### config.mk
export PLATFORM = sky130hd
export DESIGN_NAME = sha1_message_digest_core
export DESIGN_NICKNAME = d
export VERILOG_FILES = /design/src/sha1md_pkg.sv /design/src/sha1md_ctrl.sv /design/src/sha1md_dp.sv /design/src/sha1_message_digest_core.sv
export SDC_FILE = /design/constraint.sdc
export NUM_CORES = 2
export LEC_CHECK = 0
export BUFFER_PORTS_ARGS = -buffer_cell sky130_fd_sc_hd__buf_4
export CORE_UTILIZATION = 36
export DETAILED_ROUTE_END_ITERATION = 7
export HOLD_SLACK_MARGIN = 0.1
export PLACE_DENSITY = 0.5
export SLEW_MARGIN = 20
export SYNTH_ARGS = -nofsm -noshare
export SYNTH_HDL_FRONTEND = slang
export SYNTH_SLANG_ARGS = --single-unit
### constraint.sdc
create_clock -name clk -period 44.5 [get_ports clk]
set_input_delay 4.45 -clock clk [delete_from_list [all_inputs] [get_ports clk]]
set_output_delay 4.45 -clock clk [all_outputs]
set_load 0.02 [all_outputs]
### src/sha1md_pkg.sv
// Shared types and constants for the SHA-1 message digest core.
// Used by the controller, the datapath and the top level; depends on nothing.
`timescale 1ns / 1ps

package sha1md_pkg;

  localparam int COUNT_W   = 61;
  localparam int WIN_DEPTH = 16;
  localparam int NUM_WORDS = 5;
  localparam int ROUND_W   = 7;
  localparam int IDX_W     = 3;
  localparam int FILL_W    = 6;

  localparam logic [ROUND_W-1:0] LAST_ROUND = 7'd79;
  localparam logic [IDX_W-1:0]   LAST_IDX   = 3'd4;
  localparam logic [FILL_W-1:0]  FILL_LAST  = 6'd63;
  localparam logic [FILL_W-1:0]  FILL_LEN   = 6'd56;
  localparam logic [7:0]         PAD_BYTE   = 8'h80;

  // Round constants, one per group of twenty rounds.
  localparam logic [31:0] K_0 = 32'h5A827999;
  localparam logic [31:0] K_1 = 32'h6ED9EBA1;
  localparam logic [31:0] K_2 = 32'h8F1BBCDC;
  localparam logic [31:0] K_3 = 32'hCA62C1D6;

  // Initial chaining values.
  localparam logic [31:0] H_INIT [NUM_WORDS] = '{
    32'h67452301, 32'hEFCDAB89, 32'h98BADCFE, 32'h10325476, 32'hC3D2E1F0
  };

  typedef enum logic [2:0] {
    ST_IDLE,
    ST_PAD80,
    ST_PADZERO,
    ST_PADLEN,
    ST_COMPRESS,
    ST_ADD,
    ST_EMIT
  } ctrl_state_t;

  typedef enum logic [1:0] {
    SEL_MSG,
    SEL_PAD80,
    SEL_ZERO,
    SEL_LEN
  } byte_sel_t;

  // Commands from the controller to the datapath.
  typedef struct packed {
    logic                 shift_en;
    byte_sel_t            byte_sel;
    logic                 count_en;
    logic                 load_work;
    logic                 round_en;
    logic [ROUND_W-1:0]   round;
    logic                 add_en;
    logic                 init_en;
    logic [IDX_W-1:0]     word_idx;
  } dp_cmd_t;

  // Status from the datapath to the controller.
  typedef struct packed {
    logic fill_last;
    logic fill_at_len;
  } dp_sts_t;

endpackage

### src/sha1md_ctrl.sv
// Controller state machine for the SHA-1 message digest core.
// Depends on sha1md_pkg; drives the datapath through dp_cmd_t.
`timescale 1ns / 1ps

module sha1md_ctrl (
  input  logic                    clk,
  input  logic                    rst_n,
  input  logic                    in_valid,
  input  logic                    in_has_byte,
  input  logic                    in_end_of_message,
  output logic                    in_stall,
  output logic                    out_valid,
  input  logic                    out_stall,
  output logic [2:0]              out_word_index,
  output logic                    out_final_word,
  input  sha1md_pkg::dp_sts_t     sts,
  output sha1md_pkg::dp_cmd_t     cmd
);
  import sha1md_pkg::*;

  ctrl_state_t        state_r, state_nxt;
  ctrl_state_t        ret_r, ret_nxt;
  logic [ROUND_W-1:0] round_r, round_nxt;
  logic [IDX_W-1:0]   idx_r, idx_nxt;

  // State and counter registers.
  always_ff @(posedge clk) begin
    if (!rst_n) begin
      state_r <= ST_IDLE;
      ret_r   <= ST_IDLE;
      round_r <= '0;
      idx_r   <= '0;
    end else begin
      state_r <= state_nxt;
      ret_r   <= ret_nxt;
      round_r <= round_nxt;
      idx_r   <= idx_nxt;
    end
  end

  // Next state, return target and counters.
  always_comb begin
    state_nxt = state_r;
    ret_nxt   = ret_r;
    round_nxt = round_r;
    idx_nxt   = idx_r;
    case (state_r)
      ST_IDLE: begin
        if (in_valid) begin
          if (in_has_byte && sts.fill_last) begin
            state_nxt = ST_COMPRESS;
            ret_nxt   = in_end_of_message ? ST_PAD80 : ST_IDLE;
            round_nxt = '0;
          end else if (in_end_of_message) begin
            state_nxt = ST_PAD80;
          end
        end
      end
      ST_PAD80: begin
        if (sts.fill_last) begin
          state_nxt = ST_COMPRESS;
          ret_nxt   = ST_PADZERO;
          round_nxt = '0;
        end else begin
          state_nxt = ST_PADZERO;
        end
      end
      ST_PADZERO: begin
        if (sts.fill_at_len) begin
          state_nxt = ST_PADLEN;
        end else if (sts.fill_last) begin
          state_nxt = ST_COMPRESS;
          ret_nxt   = ST_PADZERO;
          round_nxt = '0;
        end
      end
      ST_PADLEN: begin
        if (sts.fill_last) begin
          state_nxt = ST_COMPRESS;
          ret_nxt   = ST_EMIT;
          round_nxt = '0;
          idx_nxt   = '0;
        end
      end
      ST_COMPRESS: begin
        round_nxt = round_r + 7'd1;
        if (round_r == LAST_ROUND) begin
          state_nxt = ST_ADD;
        end
      end
      ST_ADD: begin
        state_nxt = ret_r;
      end
      ST_EMIT: begin
        if (!out_stall) begin
          if (idx_r == LAST_IDX) begin
            state_nxt = ST_IDLE;
          end else begin
            idx_nxt = idx_r + 3'd1;
          end
        end
      end
      default: begin
        state_nxt = ST_IDLE;
      end
    endcase
  end

  // Datapath commands and handshake outputs.
  always_comb begin
    cmd           = '0;
    cmd.byte_sel  = SEL_MSG;
    cmd.round     = round_r;
    cmd.word_idx  = idx_r;
    in_stall      = (state_r != ST_IDLE);
    out_valid     = (state_r == ST_EMIT);
    out_word_index = idx_r;
    out_final_word = (idx_r == LAST_IDX);
    case (state_r)
      ST_IDLE: begin
        if (in_valid && in_has_byte) begin
          cmd.shift_en  = 1'b1;
          cmd.count_en  = 1'b1;
          cmd.load_work = sts.fill_last;
        end
      end
      ST_PAD80: begin
        cmd.shift_en  = 1'b1;
        cmd.byte_sel  = SEL_PAD80;
        cmd.load_work = sts.fill_last;
      end
      ST_PADZERO: begin
        if (!sts.fill_at_len) begin
          cmd.shift_en  = 1'b1;
          cmd.byte_sel  = SEL_ZERO;
          cmd.load_work = sts.fill_last;
        end
      end
      ST_PADLEN: begin
        cmd.shift_en  = 1'b1;
        cmd.byte_sel  = SEL_LEN;
        cmd.load_work = sts.fill_last;
      end
      ST_COMPRESS: begin
        cmd.round_en = 1'b1;
      end
      ST_ADD: begin
        cmd.add_en = 1'b1;
      end
      ST_EMIT: begin
        cmd.init_en = !out_stall && (idx_r == LAST_IDX);
      end
      default: begin
        cmd.shift_en = 1'b0;
      end
    endcase
  end

endmodule

### src/sha1md_dp.sv
// Datapath for the SHA-1 message digest core: block buffer and schedule
// window, working registers, chaining words and counters. Depends on sha1md_pkg.
`timescale 1ns / 1ps

module sha1md_dp (
  input  logic                  clk,
  input  logic                  rst_n,
  input  logic [7:0]            in_data_byte,
  input  sha1md_pkg::dp_cmd_t   cmd,
  output sha1md_pkg::dp_sts_t   sts,
  output logic [31:0]           out_digest_word
);
  import sha1md_pkg::*;

  // The window holds the block bytes while filling and the message
  // schedule during the rounds; word 0 is always the next word to use.
  logic [31:0]        win_r [WIN_DEPTH];
  logic [31:0]        h_r [NUM_WORDS];
  logic [31:0]        a_r, b_r, c_r, d_r, e_r;
  logic [COUNT_W-1:0] count_r;
  logic [FILL_W-1:0]  fill_r;

  logic [7:0]  byte_in;
  logic [63:0] len_bits;
  logic [31:0] w_new;
  logic [31:0] f_val;
  logic [31:0] k_val;
  logic [31:0] t_val;

  assign sts.fill_last   = (fill_r == FILL_LAST);
  assign sts.fill_at_len = (fill_r == FILL_LEN);
  assign out_digest_word = h_r[cmd.word_idx];

  // Length bytes go out most significant first, indexed by the fill position.
  assign len_bits = {count_r, 3'b000};

  always_comb begin
    case (cmd.byte_sel)
      SEL_MSG:   byte_in = in_data_byte;
      SEL_PAD80: byte_in = PAD_BYTE;
      SEL_ZERO:  byte_in = 8'h00;
      SEL_LEN:   byte_in = 8'(len_bits >> {~fill_r[2:0], 3'b000});
      default:   byte_in = 8'h00;
    endcase
  end

  // Round function and schedule expansion.
  assign w_new = {win_r[13][30:0] ^ win_r[8][30:0] ^ win_r[2][30:0] ^ win_r[0][30:0],
                  win_r[13][31] ^ win_r[8][31] ^ win_r[2][31] ^ win_r[0][31]};

  always_comb begin
    if (cmd.round < 7'd20) begin
      f_val = (b_r & c_r) | (~b_r & d_r);
      k_val = K_0;
    end else if (cmd.round < 7'd40) begin
      f_val = b_r ^ c_r ^ d_r;
      k_val = K_1;
    end else if (cmd.round < 7'd60) begin
      f_val = (b_r & c_r) | (b_r & d_r) | (c_r & d_r);
      k_val = K_2;
    end else begin
      f_val = b_r ^ c_r ^ d_r;
      k_val = K_3;
    end
  end

  assign t_val = {a_r[26:0], a_r[31:27]} + f_val + e_r + k_val + win_r[0];

  // Window: byte shift while filling, word shift during the rounds.
  always_ff @(posedge clk) begin
    if (cmd.shift_en) begin
      for (int i = 0; i < WIN_DEPTH - 1; i++) begin
        win_r[i] <= {win_r[i][23:0], win_r[i+1][31:24]};
      end
      win_r[WIN_DEPTH-1] <= {win_r[WIN_DEPTH-1][23:0], byte_in};
    end else if (cmd.round_en) begin
      for (int i = 0; i < WIN_DEPTH - 1; i++) begin
        win_r[i] <= win_r[i+1];
      end
      win_r[WIN_DEPTH-1] <= w_new;
    end
  end

  // Working registers: loaded from the chaining words, one round per cycle.
  always_ff @(posedge clk) begin
    if (cmd.load_work) begin
      a_r <= h_r[0];
      b_r <= h_r[1];
      c_r <= h_r[2];
      d_r <= h_r[3];
      e_r <= h_r[4];
    end else if (cmd.round_en) begin
      a_r <= t_val;
      b_r <= a_r;
      c_r <= {b_r[1:0], b_r[31:2]};
      d_r <= c_r;
      e_r <= d_r;
    end
  end

  // Chaining words, byte count and fill position.
  always_ff @(posedge clk) begin
    if (!rst_n) begin
      for (int i = 0; i < NUM_WORDS; i++) begin
        h_r[i] <= H_INIT[i];
      end
      count_r <= '0;
      fill_r  <= '0;
    end else begin
      if (cmd.init_en) begin
        for (int i = 0; i < NUM_WORDS; i++) begin
          h_r[i] <= H_INIT[i];
        end
        count_r <= '0;
      end else begin
        if (cmd.add_en) begin
          h_r[0] <= h_r[0] + a_r;
          h_r[1] <= h_r[1] + b_r;
          h_r[2] <= h_r[2] + c_r;
          h_r[3] <= h_r[3] + d_r;
          h_r[4] <= h_r[4] + e_r;
        end
        if (cmd.count_en) begin
          count_r <= count_r + 61'd1;
        end
      end
      if (cmd.shift_en) begin
        fill_r <= fill_r + 6'd1;
      end
    end
  end

endmodule

### src/sha1_message_digest_core.sv
// SHA-1 message digest core: one byte per input transaction, five digest words out.
// Input bytes are taken while idle; each full 64-byte block then runs 80 rounds and
// one add, all in the shared round unit, with the input stalled. Padding bytes are
// shifted in by the controller, and the digest is five output transactions.
// Reset (rst_n, synchronous, active low) loads the initial chaining values and
// clears the byte count; the block then accepts input at once.
`timescale 1ns / 1ps

module sha1_message_digest_core (
  input  logic        clk,
  input  logic        rst_n,
  input  logic        in_valid,
  output logic        in_stall,
  input  logic [7:0]  in_data_byte,
  input  logic        in_has_byte,
  input  logic        in_end_of_message,
  output logic        out_valid,
  input  logic        out_stall,
  output logic [31:0] out_digest_word,
  output logic [2:0]  out_word_index,
  output logic        out_final_word
);
  import sha1md_pkg::*;

  dp_cmd_t cmd;
  dp_sts_t sts;

  // Controller: sequences byte intake, padding, rounds and digest output.
  sha1md_ctrl u_ctrl (
    .clk               (clk),
    .rst_n             (rst_n),
    .in_valid          (in_valid),
    .in_has_byte       (in_has_byte),
    .in_end_of_message (in_end_of_message),
    .in_stall          (in_stall),
    .out_valid         (out_valid),
    .out_stall         (out_stall),
    .out_word_index    (out_word_index),
    .out_final_word    (out_final_word),
    .sts               (sts),
    .cmd               (cmd)
  );

  // Datapath: buffer, schedule, rounds and chaining words.
  sha1md_dp u_dp (
    .clk             (clk),
    .rst_n           (rst_n),
    .in_data_byte    (in_data_byte),
    .cmd             (cmd),
    .sts             (sts),
    .out_digest_word (out_digest_word)
  );

endmodule

# Word-level counts from Yosys, hierarchy flattened
# Memory sizes are Yosys's and may differ from the RTL's. A register that Yosys moved wholly into a read port is not among the register bits.
# Cells that the tools add are included.
op_classes:
  reduce_logical: 17
  magnitude_cmp: 3
  mux: 95
  add_sub_neg: 13
  bitwise: 44
  n_eq_ne: 22
  shifts: 1
ops:
  columns: ["operator", "n"]
  rows:
  - ["$mux W32", 41]
  - ["$add A32 B32 Y32", 9]
  - ["$and A32 B32 Y32", 4]
  - ["$or A32 B32 Y32", 3]
  - ["$xor A31 B31 Y31", 3]
  - ["$shr A64 B6 Y8", 1]
  - ["$xor A32 B32 Y32", 2]
  - ["$add A61 B1 Y61 const B", 1]
  - ["$mux W3", 20]
  - ["$not A32 Y32", 1]
  - ["$pmux W8 S4", 1]
  - ["$mux W31", 1]
  - ["$mux W7", 4]
  - ["$pmux W7 S4", 1]
  - ["$or A1 B1 Y1", 26]
  - ["$pmux W3 S7", 1]
  - ["$mux W1", 20]
  - ["$lt A7 B6 Y1 const B", 2]
  - ["$eq A3 B3 Y1 const B", 4]
  - ["$eq A6 B6 Y1 const B", 2]
  - ["$pmux W3 S4", 1]
  - ["$reduce_and A5 Y1", 2]
  - ["$ne A2 B1 Y1 const B", 4]
  - ["$ne A2 B2 Y1 const B", 4]
  - ["26 further kinds", 37]
word_totals:
  ramBits: 672
  word_cells: 208
  output_inout_bits: 38
  reg_bits: 243
  inputBits: 14
  memories: 2
mem_list:
  columns: ["name", "depth", "word_bits", "read_ports", "rd_ports_with_merged_regs", "wr", "line", "text"]
  rows:
  - ["u_dp.win_r", 16, 32, 16, 0, 16, "sha1md_dp.sv:17", "logic [31:0] win_r [WIN_DEPTH];"]
  - ["u_dp.h_r", 5, 32, 6, 1, 5, "sha1md_dp.sv:18", "logic [31:0] h_r [NUM_WORDS];"]

# Depth between registers and ports, before layout
logic_depth:
  depth_word: 12
  depth_mapped: 27

# Hierarchy
# A second synthesis with hierarchy kept.
hier_totals:
  cells_unflattened: 4215
  hier_area_um2: 52645.5
modules_own_cells:
  columns: ["mod", "area_per_inst_um2", "n_inst", "seq_area_each_um2", "cells_each"]
  rows:
  - ["sha1md_dp", 51615.8, 1, 26325.2, 4091]
  - ["sha1md_ctrl", 1029.7, 1, 320.3, 124]

# Worst setup path after synthesis
# No wires, ideal clock.
synth_path:
  kind: "input to register"
  start: "input in_valid"
  end: "memory u_dp.win_r[0][0], enable pin"
  setup_slack_ns: 27.130
  required_time_ns: 40.868
  t_arrival_ns: 13.738
  n_path_buf: 3
  setup_ns: 3.632
  stages: 6
  path_cell_list: "and3_1 buf_6 nor2_1 clkbuf_1 clkbuf_1 nand2_1"
synth_rtl:
  columns: ["item", "line", "text"]
  rows:
  - ["start: declaration", "sha1_message_digest_core.sv:12", "input logic in_valid,"]
  - ["end: declaration", "sha1md_dp.sv:17", null]

==> flow_summary.yaml <==
cells_and_area:
  multi_input_area_um2: 24500
  fillCellCount: 14330
  final_common_cell: "nand2_1"
  fin_cells: 7371
  seqCellArea_um2: 26700
  syn_to_final_growth_pct: 10.9
  layout-drive-gt1-share_pct: 6.42
  fin_nets: 5728
  final_cell_mix: "nand2_1, edfxtp_1, nor2_1"
  num_antenna_cells: 0
critical_path:
  cp-start-kind: "flip-flop"
  r2r_slack_ns: 36.87
  max_stage_delay_ns: 0.90
  cp.required_ns: 40.05
  critical_path.endpoint_type: "output port"
  rr_endpoint: "u_dp.a_r[30]"
  cp_common_cell: "buf_4"
  reg2reg_from: "u_ctrl.round_r[4]"
  criticalPathCategory: "flip-flop to output port"
  r2r_cells: 23
  cp_data_arrival_time_ns: 3.30
  cp_max_fo: 17
  path_cells: "buf_4 > mux4_2 > mux2_2 > buf_4"
  critPathSlowestCell: "dfxtp_2"
power:
  clock_power_share_pct: 31.0
  internal-power_mw: 1.91
  pwr-share-comb_pct: 20.2
  swShare_pct: 31.0
  p_per_area_nw_per_um2: 47.4
  power_frac_seq_pct: 48.8
  peakVddDrop_mv: 0.0358
  p_switching_mw: 0.860
  power.leakage_nw: 23.5
timing:
  clock.fmax_mhz: 129
  hold_ws_ns: 0.489
  setup-violations-final: 0
  finalHoldViolations: 0
  min_period_ns: 7.75
  tightest_slew_ns: 1.08
  rsz0062_at_grt: "no"
  maxSlewHeadroom_pct: 27.7
  maxSlewViolCount: 0
  setup-tns-final_ns: 0
  fin_crit_sh_pct: 17.4
  skew_ns: 0.0485
logic_synthesis:
  post_synth_inst_count: 5380
  syn_nets: 5744
  synthesis.area_um2: 52700
  avgSynthCellArea_um2: 9.80
  yosys_warnings: 0
  ys_seq_elements: 918
  yosysTopAreaCell: "edfxtp_1"
  netlist.area_leader.share_pct: 47.4
  yosysUniqueCellTypes: 81
  async_flop_share_pct: 0
  synth-edff-count: 832
  yosys-top-cells-area: "edfxtp_1, nand2_1, ha_1"
  ys_seq_area_share_pct: 50.6
  synth-main-ff-cell: "edfxtp_1"
floorplanning:
  start_util_pct: 36.2
  dieArea_um2: 148000
  pin_count: 52
  die_x_um: 385
  rows: 140
  coreArea_um2: 146000
  die_h_um: 385
routing:
  vias_per_cell: 5.10
  wl_met3_um: 7520
  wl_per_cell_um: 19.5
  drtPass1Iterations: 6
  wl_met1_um: 66800
  initialDrtViolationCount: 2896
  ant_nets: 0
  wl_um: 144000
  drc: 0
  vias: 37606
  highest_layer: "met5"
  wl_met2_um: 66000
clock_tree:
  tritoncts: "yes"
  postCtsHoldBufs: 0
  root_buffer: "clkbuf_16"
  cts_resized: 0
  clk_pin_slew_ns: 0.06
  clock_path_buffers: 3
  cts_made_buffers: 110
  clkLatencyLatePin_ns: 0.75
  htree_levels: 3
  cts.sinks: 918
  post_cts_buffers: 0
placement:
  hpwl_um: 98900
  placed_cells: 7168
  placement.io_buffers: 51
  gp_congestion: 0.892
run_status:
  status: "completed"
global_route:
  grt_pass1_vias: 36717
  grt_max_degree: 174
  grt_pass1_wl_um: 222000
  grt-ovfl-total: 0
  antenna_found_initial: 5
  track_usage_pct: 19.5
min_path:
  hold_depth: 2
  hold_path.class: "flip-flop to flip-flop"
  min-delay-start: "u_ctrl.round_r[1]"
  min_to: "u_ctrl.round_r[1]"
run:
  maxCapViolations: 0
power groups by stage:
stage | Combinational [mW] | Clock, mW | Sequential, mW
6_report | 0.560 | 0.859 | 1.35
2_1_floorplan | 0.424 | 0 | 1.40
5_1_grt | 0.643 | 0.913 | 1.38
4_1_cts | 0.572 | 0.883 | 1.35
3_3_place_gp | 0.564 | 0 | 1.37
3_5_place_dp | 0.568 | 0 | 1.37
area by class of cell:
class	count	share of cell area [%]
flip-flops and latches	918	45.7
multi-input cells	4026	41.8
clock inverters	50	0.636
clock buffers	152	5.11
inverters	219	1.41
repair buffers	89	1.24
well taps	1917	4.10
sequential cells by signal (all words and copies together), names as in the netlist, named ones only:
name	cells
u_dp.win_r	512
u_dp.fill_r	6
u_ctrl.round_r	7
u_ctrl.ret_r	3
u_dp.c_r	32
u_dp.count_r	61
u_dp.b_r	32
u_dp.e_r	32
u_dp.d_r	32
u_dp.h_r	160
u_dp.a_r	32
u_ctrl.out_word_index	3
u_ctrl.state_r	3
cell usage after synthesis (20+ instances only):
| cell | number |
|---|---|
| and3_1 | 29 |
| dfxtp_1 | 86 |
| xnor2_1 | 179 |
| nand2_1 | 2014 |
| fa_1 | 124 |
| nand4_1 | 25 |
| nor2b_1 | 57 |
| nand3_1 | 49 |
| nor3_1 | 48 |
| o21ai_0 | 210 |
| edfxtp_1 | 832 |
| a21o_1 | 82 |
| mux2_2 | 40 |
| or3_1 | 30 |
| a21oi_1 | 161 |
| a211oi_1 | 23 |
| nor2_1 | 259 |
| mux4_2 | 45 |
| ha_1 | 226 |
| o32ai_1 | 21 |
| nand2b_1 | 43 |
| xor2_1 | 123 |
| a31oi_1 | 20 |
| o21a_1 | 26 |
| clkbuf_1 | 194 |
| inv_1 | 218 |
layer usage:
layer  vias to the layer above  track usage, %
met4                         2            5.61
li1                      18287               -
met2                       761            30.8
met3                       193            3.37
met1                     18363            27.3
met5                         -               0
worst max-delay path by stage:
stage                                  from                 end  slack (ns)  cells past startpoint
final                             flip-flop  out_digest_word[0]       36.75                      4
after global routing      u_ctrl.round_r[4]        u_dp.a_r[30]       36.28                     23
after CTS                         flip-flop  out_digest_word[0]       36.61                      4
after detailed placement           in_valid   u_ctrl.round_r[0]       36.24                      9
after global placement          in_has_byte   u_dp.win_r[0][18]       36.23                      6
after floorplan                    in_valid    u_dp.win_r[0][0]       27.13                      6
logic make-up (layout without fill, tap and decap cells):
logic type	Yosys count	after routing	synth area share, %
AO/OA/AOI/OAI	668	668	7.98
XOR/XNOR	302	302	5.02
adder cells (fa/ha/maj)	350	350	10.1
buffers and inverters	436	510	3.18
flip-flops	918	918	50.6
multiplexers	96	96	2.98
AND/OR/NAND/NOR	2610	2610	20.1
critical path: cells and delay by family (launching register included):
kind | cells | cell delay, ns
buffers and inverters | 2 | 0.69
flip-flops | 1 | 0.90
multiplexers | 2 | 0.94
stage by stage:
step | utilization [%] | total power [mW] | setup slack, ns | area [um^2]
detailed placement | 37.8 | 1.94 | 36.24 | 55100
finish | 40.2 | 2.77 | 36.75 | 58500
global placement | 37.8 | 1.93 | 36.23 | 55100
global route | 40.2 | 2.93 | 36.28 | 58500
CTS | 40.1 | 2.81 | 36.61 | 58400
floorplan | - | 1.83 | 27.13 | 52700
(Power assumes the default switching activity.)
